`src/design/pdsc_pkg.sv`:
```
package pdsc_pkg;

    // Field widths
    localparam int ERR_W  = 8;
    localparam int GAIN_W = 16;
    localparam int CNT_W  = 16;
    localparam int CMD_W  = 8;
    localparam int SUM_W  = 27;
    localparam int IDX_W  = 2;

    // Register indexes on the configuration channel
    localparam logic [IDX_W-1:0] REG_P_GAIN = 2'd0;
    localparam logic [IDX_W-1:0] REG_D_GAIN = 2'd1;
    localparam logic [IDX_W-1:0] REG_PERIOD = 2'd2;

    // Reset values of the registers
    localparam logic [GAIN_W-1:0] P_GAIN_RST = 16'd384;
    localparam logic [GAIN_W-1:0] D_GAIN_RST = 16'd5120;
    localparam logic [CNT_W-1:0]  PERIOD_RST = 16'd10;

    // Saturation limits on the signed Q19.8 sum, and command limits
    localparam logic signed [SUM_W-1:0] SUM_HI = 27'sd32512;
    localparam logic signed [SUM_W-1:0] SUM_LO = -27'sd32768;
    localparam logic signed [CMD_W-1:0] CMD_MAX = 8'sd127;
    localparam logic signed [CMD_W-1:0] CMD_MIN = -8'sd128;

    // Input kind codes
    localparam logic KIND_TICK    = 1'b0;
    localparam logic KIND_CONTROL = 1'b1;

    typedef struct packed {
        logic [GAIN_W-1:0] p_gain;
        logic [GAIN_W-1:0] d_gain;
    } gains_t;

endpackage

```
`src/design/pdsc_law.sv`:
```
module pdsc_law (
    input  pdsc_pkg::gains_t                  gains,
    input  logic signed [pdsc_pkg::ERR_W-1:0] cur_err,
    input  logic signed [pdsc_pkg::ERR_W-1:0] prev_err,
    output logic signed [pdsc_pkg::CMD_W-1:0] command
);

    logic signed [24:0]                  p_term;
    logic signed [8:0]                   diff;
    logic signed [25:0]                  d_term;
    logic signed [pdsc_pkg::SUM_W-1:0]   sum;
    logic signed [pdsc_pkg::SUM_W-1:0]   biased;

    // Proportional and derivative products, gains taken as unsigned Q8.8
    assign p_term = $signed({9'd0, gains.p_gain}) * 25'(cur_err);
    assign diff   = $signed({cur_err[7], cur_err}) - $signed({prev_err[7], prev_err});
    assign d_term = $signed({10'd0, gains.d_gain}) * 26'(diff);

    assign sum = -$signed({{2{p_term[24]}}, p_term}) - $signed({d_term[25], d_term});

    // Bias negative sums so the shift truncates toward zero
    assign biased = sum[pdsc_pkg::SUM_W-1] ? (sum + 27'sd255) : sum;

    // Saturate, otherwise drop the fraction bits
    always_comb begin
        if (sum > pdsc_pkg::SUM_HI) begin
            command = pdsc_pkg::CMD_MAX;
        end else if (sum < pdsc_pkg::SUM_LO) begin
            command = pdsc_pkg::CMD_MIN;
        end else begin
            command = biased[15:8];
        end
    end

endmodule

```
`src/design/pd_steering_controller.sv`:
```
// PD steering controller.
// A firing control transaction's command goes through the error and command registers.
// Throughput: one input transaction per cycle unless both stages are full and m_tready
// is low; the products are computed between the error register and the command register.
// Reset: synchronous active-low aresetn restores the gains, the period, the tick
// counter and the error history, and empties both pipeline stages.
module pd_steering_controller (
    input  logic                            aclk,
    input  logic                            aresetn,
    // input channel
    input  logic                            s_tvalid,
    output logic                            s_tready,
    input  logic [15:0]                     s_tdata,  // [7:0] line_position, [8] line_present
    input  logic                            s_tuser,  // [0] kind
    // result channel
    output logic                            m_tvalid,
    input  logic                            m_tready,
    output logic [7:0]                      m_tdata,  // [7:0] servo_command
    // configuration channel
    input  logic                            cfg_valid,
    output logic                            cfg_ready,
    input  logic [pdsc_pkg::IDX_W-1:0]      cfg_index,
    input  logic [15:0]                     cfg_data
);

    logic [pdsc_pkg::GAIN_W-1:0]        p_gain_reg;
    logic [pdsc_pkg::GAIN_W-1:0]        d_gain_reg;
    logic [pdsc_pkg::CNT_W-1:0]         period_reg;
    logic [pdsc_pkg::CNT_W-1:0]         tick_reg;
    logic [pdsc_pkg::CNT_W-1:0]         tick_next;
    logic signed [pdsc_pkg::ERR_W-1:0]  cur_err_reg;
    logic signed [pdsc_pkg::ERR_W-1:0]  prev_err_reg;
    logic                               stage_valid_reg;
    logic                               out_valid_reg;
    logic signed [pdsc_pkg::CMD_W-1:0]  out_cmd_reg;
    logic signed [pdsc_pkg::CMD_W-1:0]  law_cmd;
    pdsc_pkg::gains_t                   gains;
    logic                               in_acc;
    logic                               advance;
    logic                               fire;

    assign cfg_ready = 1'b1;

    // Pipeline flow: the stage moves on when the output register is free or drains
    assign advance  = !out_valid_reg || m_tready;
    assign s_tready = !stage_valid_reg || advance;
    assign in_acc   = s_tvalid && s_tready;

    // An update needs a control transaction, an elapsed period and a visible line
    assign fire = in_acc && (s_tuser == pdsc_pkg::KIND_CONTROL)
                  && (tick_reg > period_reg) && s_tdata[8];

    // Tick counter, saturating, cleared on an update
    always_comb begin
        tick_next = tick_reg;
        if (fire) begin
            tick_next = '0;
        end else if (in_acc && (s_tuser == pdsc_pkg::KIND_TICK) && (tick_reg != '1)) begin
            tick_next = tick_reg + 16'd1;
        end
    end

    // Configuration registers
    always_ff @(posedge aclk) begin
        if (!aresetn) begin
            p_gain_reg <= pdsc_pkg::P_GAIN_RST;
            d_gain_reg <= pdsc_pkg::D_GAIN_RST;
            period_reg <= pdsc_pkg::PERIOD_RST;
        end else if (cfg_valid && cfg_ready) begin
            case (cfg_index)
                pdsc_pkg::REG_P_GAIN: p_gain_reg <= cfg_data;
                pdsc_pkg::REG_D_GAIN: d_gain_reg <= cfg_data;
                pdsc_pkg::REG_PERIOD: period_reg <= cfg_data;
                default: ;
            endcase
        end
    end

    // Counter and error history; the stage flag marks a fresh pair to evaluate
    always_ff @(posedge aclk) begin
        if (!aresetn) begin
            tick_reg        <= '0;
            cur_err_reg     <= '0;
            prev_err_reg    <= '0;
            stage_valid_reg <= 1'b0;
        end else begin
            tick_reg <= tick_next;
            if (fire) begin
                prev_err_reg <= cur_err_reg;
                cur_err_reg  <= $signed(s_tdata[7:0]);
            end
            if (in_acc) begin
                stage_valid_reg <= fire;
            end else if (advance) begin
                stage_valid_reg <= 1'b0;
            end
        end
    end

    assign gains.p_gain = p_gain_reg;
    assign gains.d_gain = d_gain_reg;

    pdsc_law u_law (
        .gains    (gains),
        .cur_err  (cur_err_reg),
        .prev_err (prev_err_reg),
        .command  (law_cmd)
    );

    // Output register
    always_ff @(posedge aclk) begin
        if (!aresetn) begin
            out_valid_reg <= 1'b0;
        end else if (advance) begin
            out_valid_reg <= stage_valid_reg;
        end
    end

    always_ff @(posedge aclk) begin
        if (advance && stage_valid_reg) begin
            out_cmd_reg <= law_cmd;
        end
    end

    assign m_tvalid = out_valid_reg;
    assign m_tdata  = out_cmd_reg;

endmodule

```
`config.mk`:
```
export PLATFORM = sky130hd
export DESIGN_NAME = pd_steering_controller
export DESIGN_NICKNAME = d
export VERILOG_FILES = /design/src/design/pdsc_pkg.sv /design/src/design/pdsc_law.sv /design/src/design/pd_steering_controller.sv
export SDC_FILE = /design/constraint.sdc
export NUM_CORES = 1
export LEC_CHECK = 0
export ABC_AREA = 1
export BUFFER_PORTS_ARGS = -buffer_cell sky130_fd_sc_hd__buf_4
export CORE_MARGIN = 4
export CORE_UTILIZATION = 45
export DETAILED_ROUTE_END_ITERATION = 7
export HOLD_SLACK_MARGIN = 0.08
export SLEW_MARGIN = 30
export SYNTH_ARGS = -nofsm -noshare
export SYNTH_HDL_FRONTEND = slang
export SYNTH_SLANG_ARGS = --single-unit
```
`constraint.sdc`:
```
create_clock -name aclk -period 6.7 [get_ports aclk]
set_clock_uncertainty 0.1 [all_clocks]
set_input_delay 1.34 -clock aclk [delete_from_list [all_inputs] [get_ports aclk]]
set_output_delay 1.34 -clock aclk [all_outputs]
set_load 0.05 [all_outputs]
```
==> results.yml, run 1 <==
status:
  status: "complete, but fails checks"
  violations: "negative setup slack"
setup_path:
  rr_worst_depth: 41
  cpMaxStageDelayCell: "fa_1"
  critPathLaunchType: "register"
  reg2reg_slack_ps: -540
  reg2reg_from: "cur_err_reg[0]"
  r2r_end: "m_tdata[7]"
  crit_top_cell: "nand2_2"
  cp.required_ps: 6730
  worstPathArrival_ps: 7270
  path_class: "reg2reg"
  endpoint_kind: "register"
  crit_fanout: 8
  slowest_delay_ps: 580
power:
  vdd_ir_drop_max_uv: 130
  cellPowerDensity_mw_per_mm2: 99.8
  power.leakage_nw: 7.62
  power_mw: 1.74
synth:
  synth_cells: 1858
  ys_types: 40
  ys_ff_latch: 90
  synth_area_leaders: "fa_1 (32%), ha_1 (14%), dfxtp_1 (12%), nand2_1 (11%), inv_1 (10%)"
  syn_avg_cell_area_um2: 7.66
  synth_area_mm2: 0.0142
  yosys.area.top_type: "fa_1"
  seq_area_frac_synth: 0.132
  syn_nets: 2282
  yosys_warnings: 0
  synth_top_area_share: 0.322
final_layout:
  layout_common_cells: "nand2_1 (379), inv_1 (376), fa_1 (217), buf_4 (180), nor2_1 (150)"
  fin_nets: 2431
  final_area_mm2: 0.0174
  n_antenna_cell: 0
  syn_to_final_growth_pct: 22.4
  drive_gt1_frac: 0.218
  mostFrequentLayoutCell: "nand2_1"
  fillerInstances: 2901
min_path:
  hold_start: "period_reg[13]"
  whs_endpoint: "period_reg[13]"
  min_path_type: "reg2reg"
  worstHoldPathCells: 2
global_route:
  grt_pass1_vias: 12500
  grt.total_usage: 0.236
  grt_pass1_wl_mm: 64.2
  grt_max_degree: 61
  grt_antenna_before_repair: 0
  grt_remaining_overflow: 0
detailed_routing:
  postRouteAntennaNets: 0
  remaining_drc_errors: 0
  via_per_inst: 5.01
  wirelength_mm: 37.8
  routedWlPerCell_um: 15.7
  drt_iter0_drc: 668
  firstDrtPassIters: 7
  routed-via-count: 12100
timing:
  fmax_mhz: 138
  rsz0062_at_grt: "yes"
  worst_slack_ps: -543
  hold_ws_ps: 367
  drv_slew: 0
  min_period_ps: 7240
  finalHoldViolations: 0
  tightest_slew_ps: 810
  slew_headroom: 0.456
  finalSetupViolCount: 8
  final_min_period_over_clock_period: 1.08
floorplanning:
  start_util: 0.460
  ioPinCount: 51
  dieArea_mm2: 0.0345
  die_h_um: 186
  core_mm2: 0.0309
  die_w_um: 186
  row_count: 64
clock_tree:
  tritoncts: "done"
  clk_pin_slew_ps: 70
  clock_path_buffers: 2
  htree_num_levels: 3
  numCtsBuffers: 9
  insertion_delay_ps: 360
  cts-root-buf: "clkbuf_16"
  ctsHoldBuffers: 0
  cts.sinks: 90
placed_design:
  io_buffers: 42
  dp_hpwl_mm: 32.5
  dpl_cell_area_mm2: 0.0163
  dp_slack_ps: -720
  place_congestion: 0.909
flow_run:
  drv_cap: 0
-- cell families (layout without fill, tap and decap cells) --
logic type	after synthesis	after routing	synth area share
compound gates	160	160	0.0589
xor+xnor	18	18	0.0116
fa+ha+maj	384	384	0.458
buf+inv	458	612	0.121
flops	90	90	0.132
other cells	1	1	0.000264
simple gates	747	747	0.217
-- worst max path at each step --
stage	endpoint	startpoint
after floorplan	m_tdata[7]	cur_err_reg[0]
after global placement	m_tdata[7]	prev_err_reg[1]
after detailed placement	m_tdata[7]	prev_err_reg[1]
after CTS	m_tdata[1]	prev_err_reg[2]
after global routing	m_tdata[7]	cur_err_reg[0]
final	m_tdata[7]	cur_err_reg[0]
-- stage by stage --
| step | setup TNS [ps] | util | instances |
|---|---|---|---|
| after floorplan | -964 | - | 1858 |
| after global placement | -4810 | 0.528 | 2370 |
| after detailed placement | -5580 | 0.528 | 2370 |
| after CTS | -3450 | 0.555 | 2403 |
| after global routing | -6670 | 0.563 | 2408 |
| final | -4220 | 0.563 | 2408 |
-- final cells by class --
cell class,instances,area [um^2],area share
multi-input cells,1310,11600,0.669
flip-flops and latches,90,1890,0.108
repair buffers,196,1580,0.0910
inverters,399,1520,0.0870
well taps,396,495,0.0285
clock buffers,10,229,0.0131
clock inverters,6,47.5,0.00273
repair inverters,1,11.3,0.000647
-- critical path: cells and delay by family (launching register included) --
family	cells	cell delay [ps]
simple gates	21	1830
fa+ha+maj	10	4060
flops	1	350
buf+inv	9	580
compound gates	1	80
-- cell usage after synthesis (all sizes together) --
| cell type | number |
|---|---|
| inv | 397 |
| xor2 | 13 |
| and2 | 2 |
| a31oi | 1 |
| o21ai | 64 |
| o2111ai | 1 |
| dfxtp | 82 |
| fa | 229 |
| a21o | 1 |
| nor3b | 2 |
| or2 | 11 |
| xnor2 | 5 |
| nor4 | 1 |
| o31ai | 2 |
| clkbuf | 54 |
| conb | 1 |
| a21oi | 82 |
| clkinv | 2 |
| ha | 155 |
| nand2 | 446 |
| nand3 | 67 |
| nand3b | 4 |
| buf | 5 |
| nor2 | 184 |
| nand4 | 24 |
| edfxtp | 8 |
| a31o | 2 |
| o21bai | 3 |
| nor3 | 6 |
| o211ai | 4 |
-- power breakdown --
part | internal [mW] | switching (mW) | leakage (nW)
registers | 0.574 | 0.0273 | 0.741
logic | 0.277 | 0.368 | 6.74
clock network | 0.257 | 0.236 | 0.139
-- routing by layer --
layer  global-route usage  vias to the layer above  wire (um)
met5                    0                        -          0
met4               0.0670                        0       1110
met1                0.319                     5824      16700
met3               0.0279                       49       1760
li1                     -                     5904          -
met2                0.402                      276      18200
-- what timing repair did --
item,CTS,global route
setup buffers,16,5
gates cloned,1,0
pin swaps,91,39
gates resized for setup,110,62
setup endpoints to repair,8,8
Note: power is estimated with default switching activity, not from simulation.
==> inputs of run 2 (changes only) <==
Settings changed: CORE_MARGIN 4 to 10, PLACE_DENSITY set to 0.65.
==> results.yml, run 2 (synthesis results as in run 1) <==
min_path:
  min_path_type: "reg2reg"
  whs_endpoint: "period_reg[5]"
  hold_start: "period_reg[5]"
  worstHoldPathCells: 2
timing:
  finalHoldViolations: 0
  worst_slack_ps: -499
  fmax_mhz: 139
  rsz0062_at_grt: "yes"
  final_min_period_over_clock_period: 1.07
  hold_ws_ps: 363
  drv_slew: 0
  tightest_slew_ps: 892
  min_period_ps: 7200
  finalSetupViolCount: 8
  slew_headroom: 0.401
setup_path:
  reg2reg_slack_ps: -500
  slowest_delay_ps: 580
  path_class: "reg2reg"
  cp_num_buf_inv: 3
  reg2reg_from: "prev_err_reg[2]"
  critPathLaunchType: "register"
  cp.required_ps: 6720
  endpoint_kind: "register"
  rr_worst_depth: 36
  cpMaxStageDelayCell: "fa_1"
  crit_fanout: 8
  worstPathArrival_ps: 7220
  cpLargestDelayFamily: "adder cells"
  crit_top_cell: "nand2_2"
  r2r_end: "m_tdata[0]"
detailed_routing:
  routed-wl-met3_mm: 2.05
  via_per_inst: 5.07
  postRouteAntennaNets: 0
  routedWlPerCell_um: 15.8
  routed-via-count: 12200
  firstDrtPassIters: 6
  top_layer: "met4"
  wl_met2_mm: 18.7
  remaining_drc_errors: 0
  wl_met1_mm: 16.3
  drt_iter0_drc: 765
  wirelength_mm: 38.2
clock_tree:
  cts.sinks: 90
  htree_num_levels: 3
  tritoncts: "done"
  clk_pin_slew_ps: 70
  insertion_delay_ps: 360
  cts-root-buf: "clkbuf_16"
  ctsHoldBuffers: 0
  numCtsBuffers: 9
  clock_path_buffers: 2
status:
  violations: "negative setup slack"
  status: "complete, but fails checks"
final_layout:
  layout_common_cells: "inv_1 (382), nand2_1 (379), fa_1 (215), buf_4 (184), nor2_1 (152)"
  fin_nets: 2429
  syn_to_final_growth_pct: 22.6
  final_area_mm2: 0.0174
  n_antenna_cell: 0
  final_core_util: 0.556
  drive_gt1_frac: 0.214
  mostFrequentLayoutCell: "inv_1"
floorplanning:
  ioPinCount: 51
  core_mm2: 0.0314
  dieArea_mm2: 0.0391
  row_count: 65
  die_w_um: 198
  die_h_um: 198
  start_util: 0.453
power:
  vdd_ir_drop_max_uv: 129
  power_mw: 1.80
  cellPowerDensity_mw_per_mm2: 103
  power.leakage_nw: 7.64
global_route:
  grt_antenna_before_repair: 0
  grt_max_degree: 61
  grt_pass1_wl_mm: 63.7
  grt_pass1_vias: 12700
  grt_remaining_overflow: 0
  grt.total_usage: 0.205
placed_design:
  io_buffers: 42
  dpl_cell_area_mm2: 0.0163
  place_congestion: 0.965
  dp_hpwl_mm: 32.1
flow_run:
  drv_cap: 0
## run 2: cell count changes in the layout (fill, tap and decap cells not counted), moves of 3 or more
cell and delta:
a21oi_1 -3, buf_4 +4, buf_6 -5, inv_1 +6, inv_2 -7
## run 2: how the worst max path moves through the flow
stage / start / depth (start not counted) / end / slack [ps]
after floorplan: cur_err_reg[0] / 38 / m_tdata[7] / -140
after global placement: prev_err_reg[2] / 40 / m_tdata[7] / -600
after detailed placement: prev_err_reg[1] / 39 / m_tdata[2] / -660
after CTS: cur_err_reg[0] / 35 / m_tdata[2] / -460
after global routing: cur_err_reg[2] / 39 / m_tdata[3] / -810
final: prev_err_reg[2] / 36 / m_tdata[0] / -500
## run 2: cell type report
cell class,count,area (um^2)
clock buffer,11,233
timing repair buffer,195,1560
fill,2880,14000
sequential,90,1890
tap,402,503
inverter,399,1520
clock inverter,5,85.1
multi-input combinational,1310,11700
## run 2: what timing repair did
item | 4_1_cts | 5_1_grt
resized for setup | 89 | 77
buffers inserted | 19 | 5
pin swaps | 89 | 59
endpoints found under the setup margin | 8 | 8
hold endpoints to repair | 0 | 0
## run 2: per-stage QoR
| step | TNS [ps] | instances | setup WS (ps) |
|---|---|---|---|
| after floorplan | -964 | 1858 | -140 |
| after global placement | -4640 | 2372 | -602 |
| after detailed placement | -5150 | 2372 | -662 |
| after CTS | -3530 | 2407 | -458 |
| after global routing | -6350 | 2412 | -806 |
| final | -3880 | 2412 | -499 |
## run 2: tightest hold or removal path, delay by kind of cell, from the launching register on
kind | cells | cell delay [ps]
compound gates | 1 | 60
buf+inv | 1 | 60
flops | 1 | 300
## run 2: where the power goes
group | total, mW | switching [mW] | internal, mW
registers | 0.598 | 0.0242 | 0.574
clock network | 0.569 | 0.238 | 0.330
logic | 0.631 | 0.363 | 0.267
## run 2: routing by layer
metal | global-route usage | vias up
li1 | - | 5906
met1 | 0.260 | 5947
met2 | 0.355 | 301
met3 | 0.0275 | 63
met4 | 0.0615 | 0
met5 | 0 | -
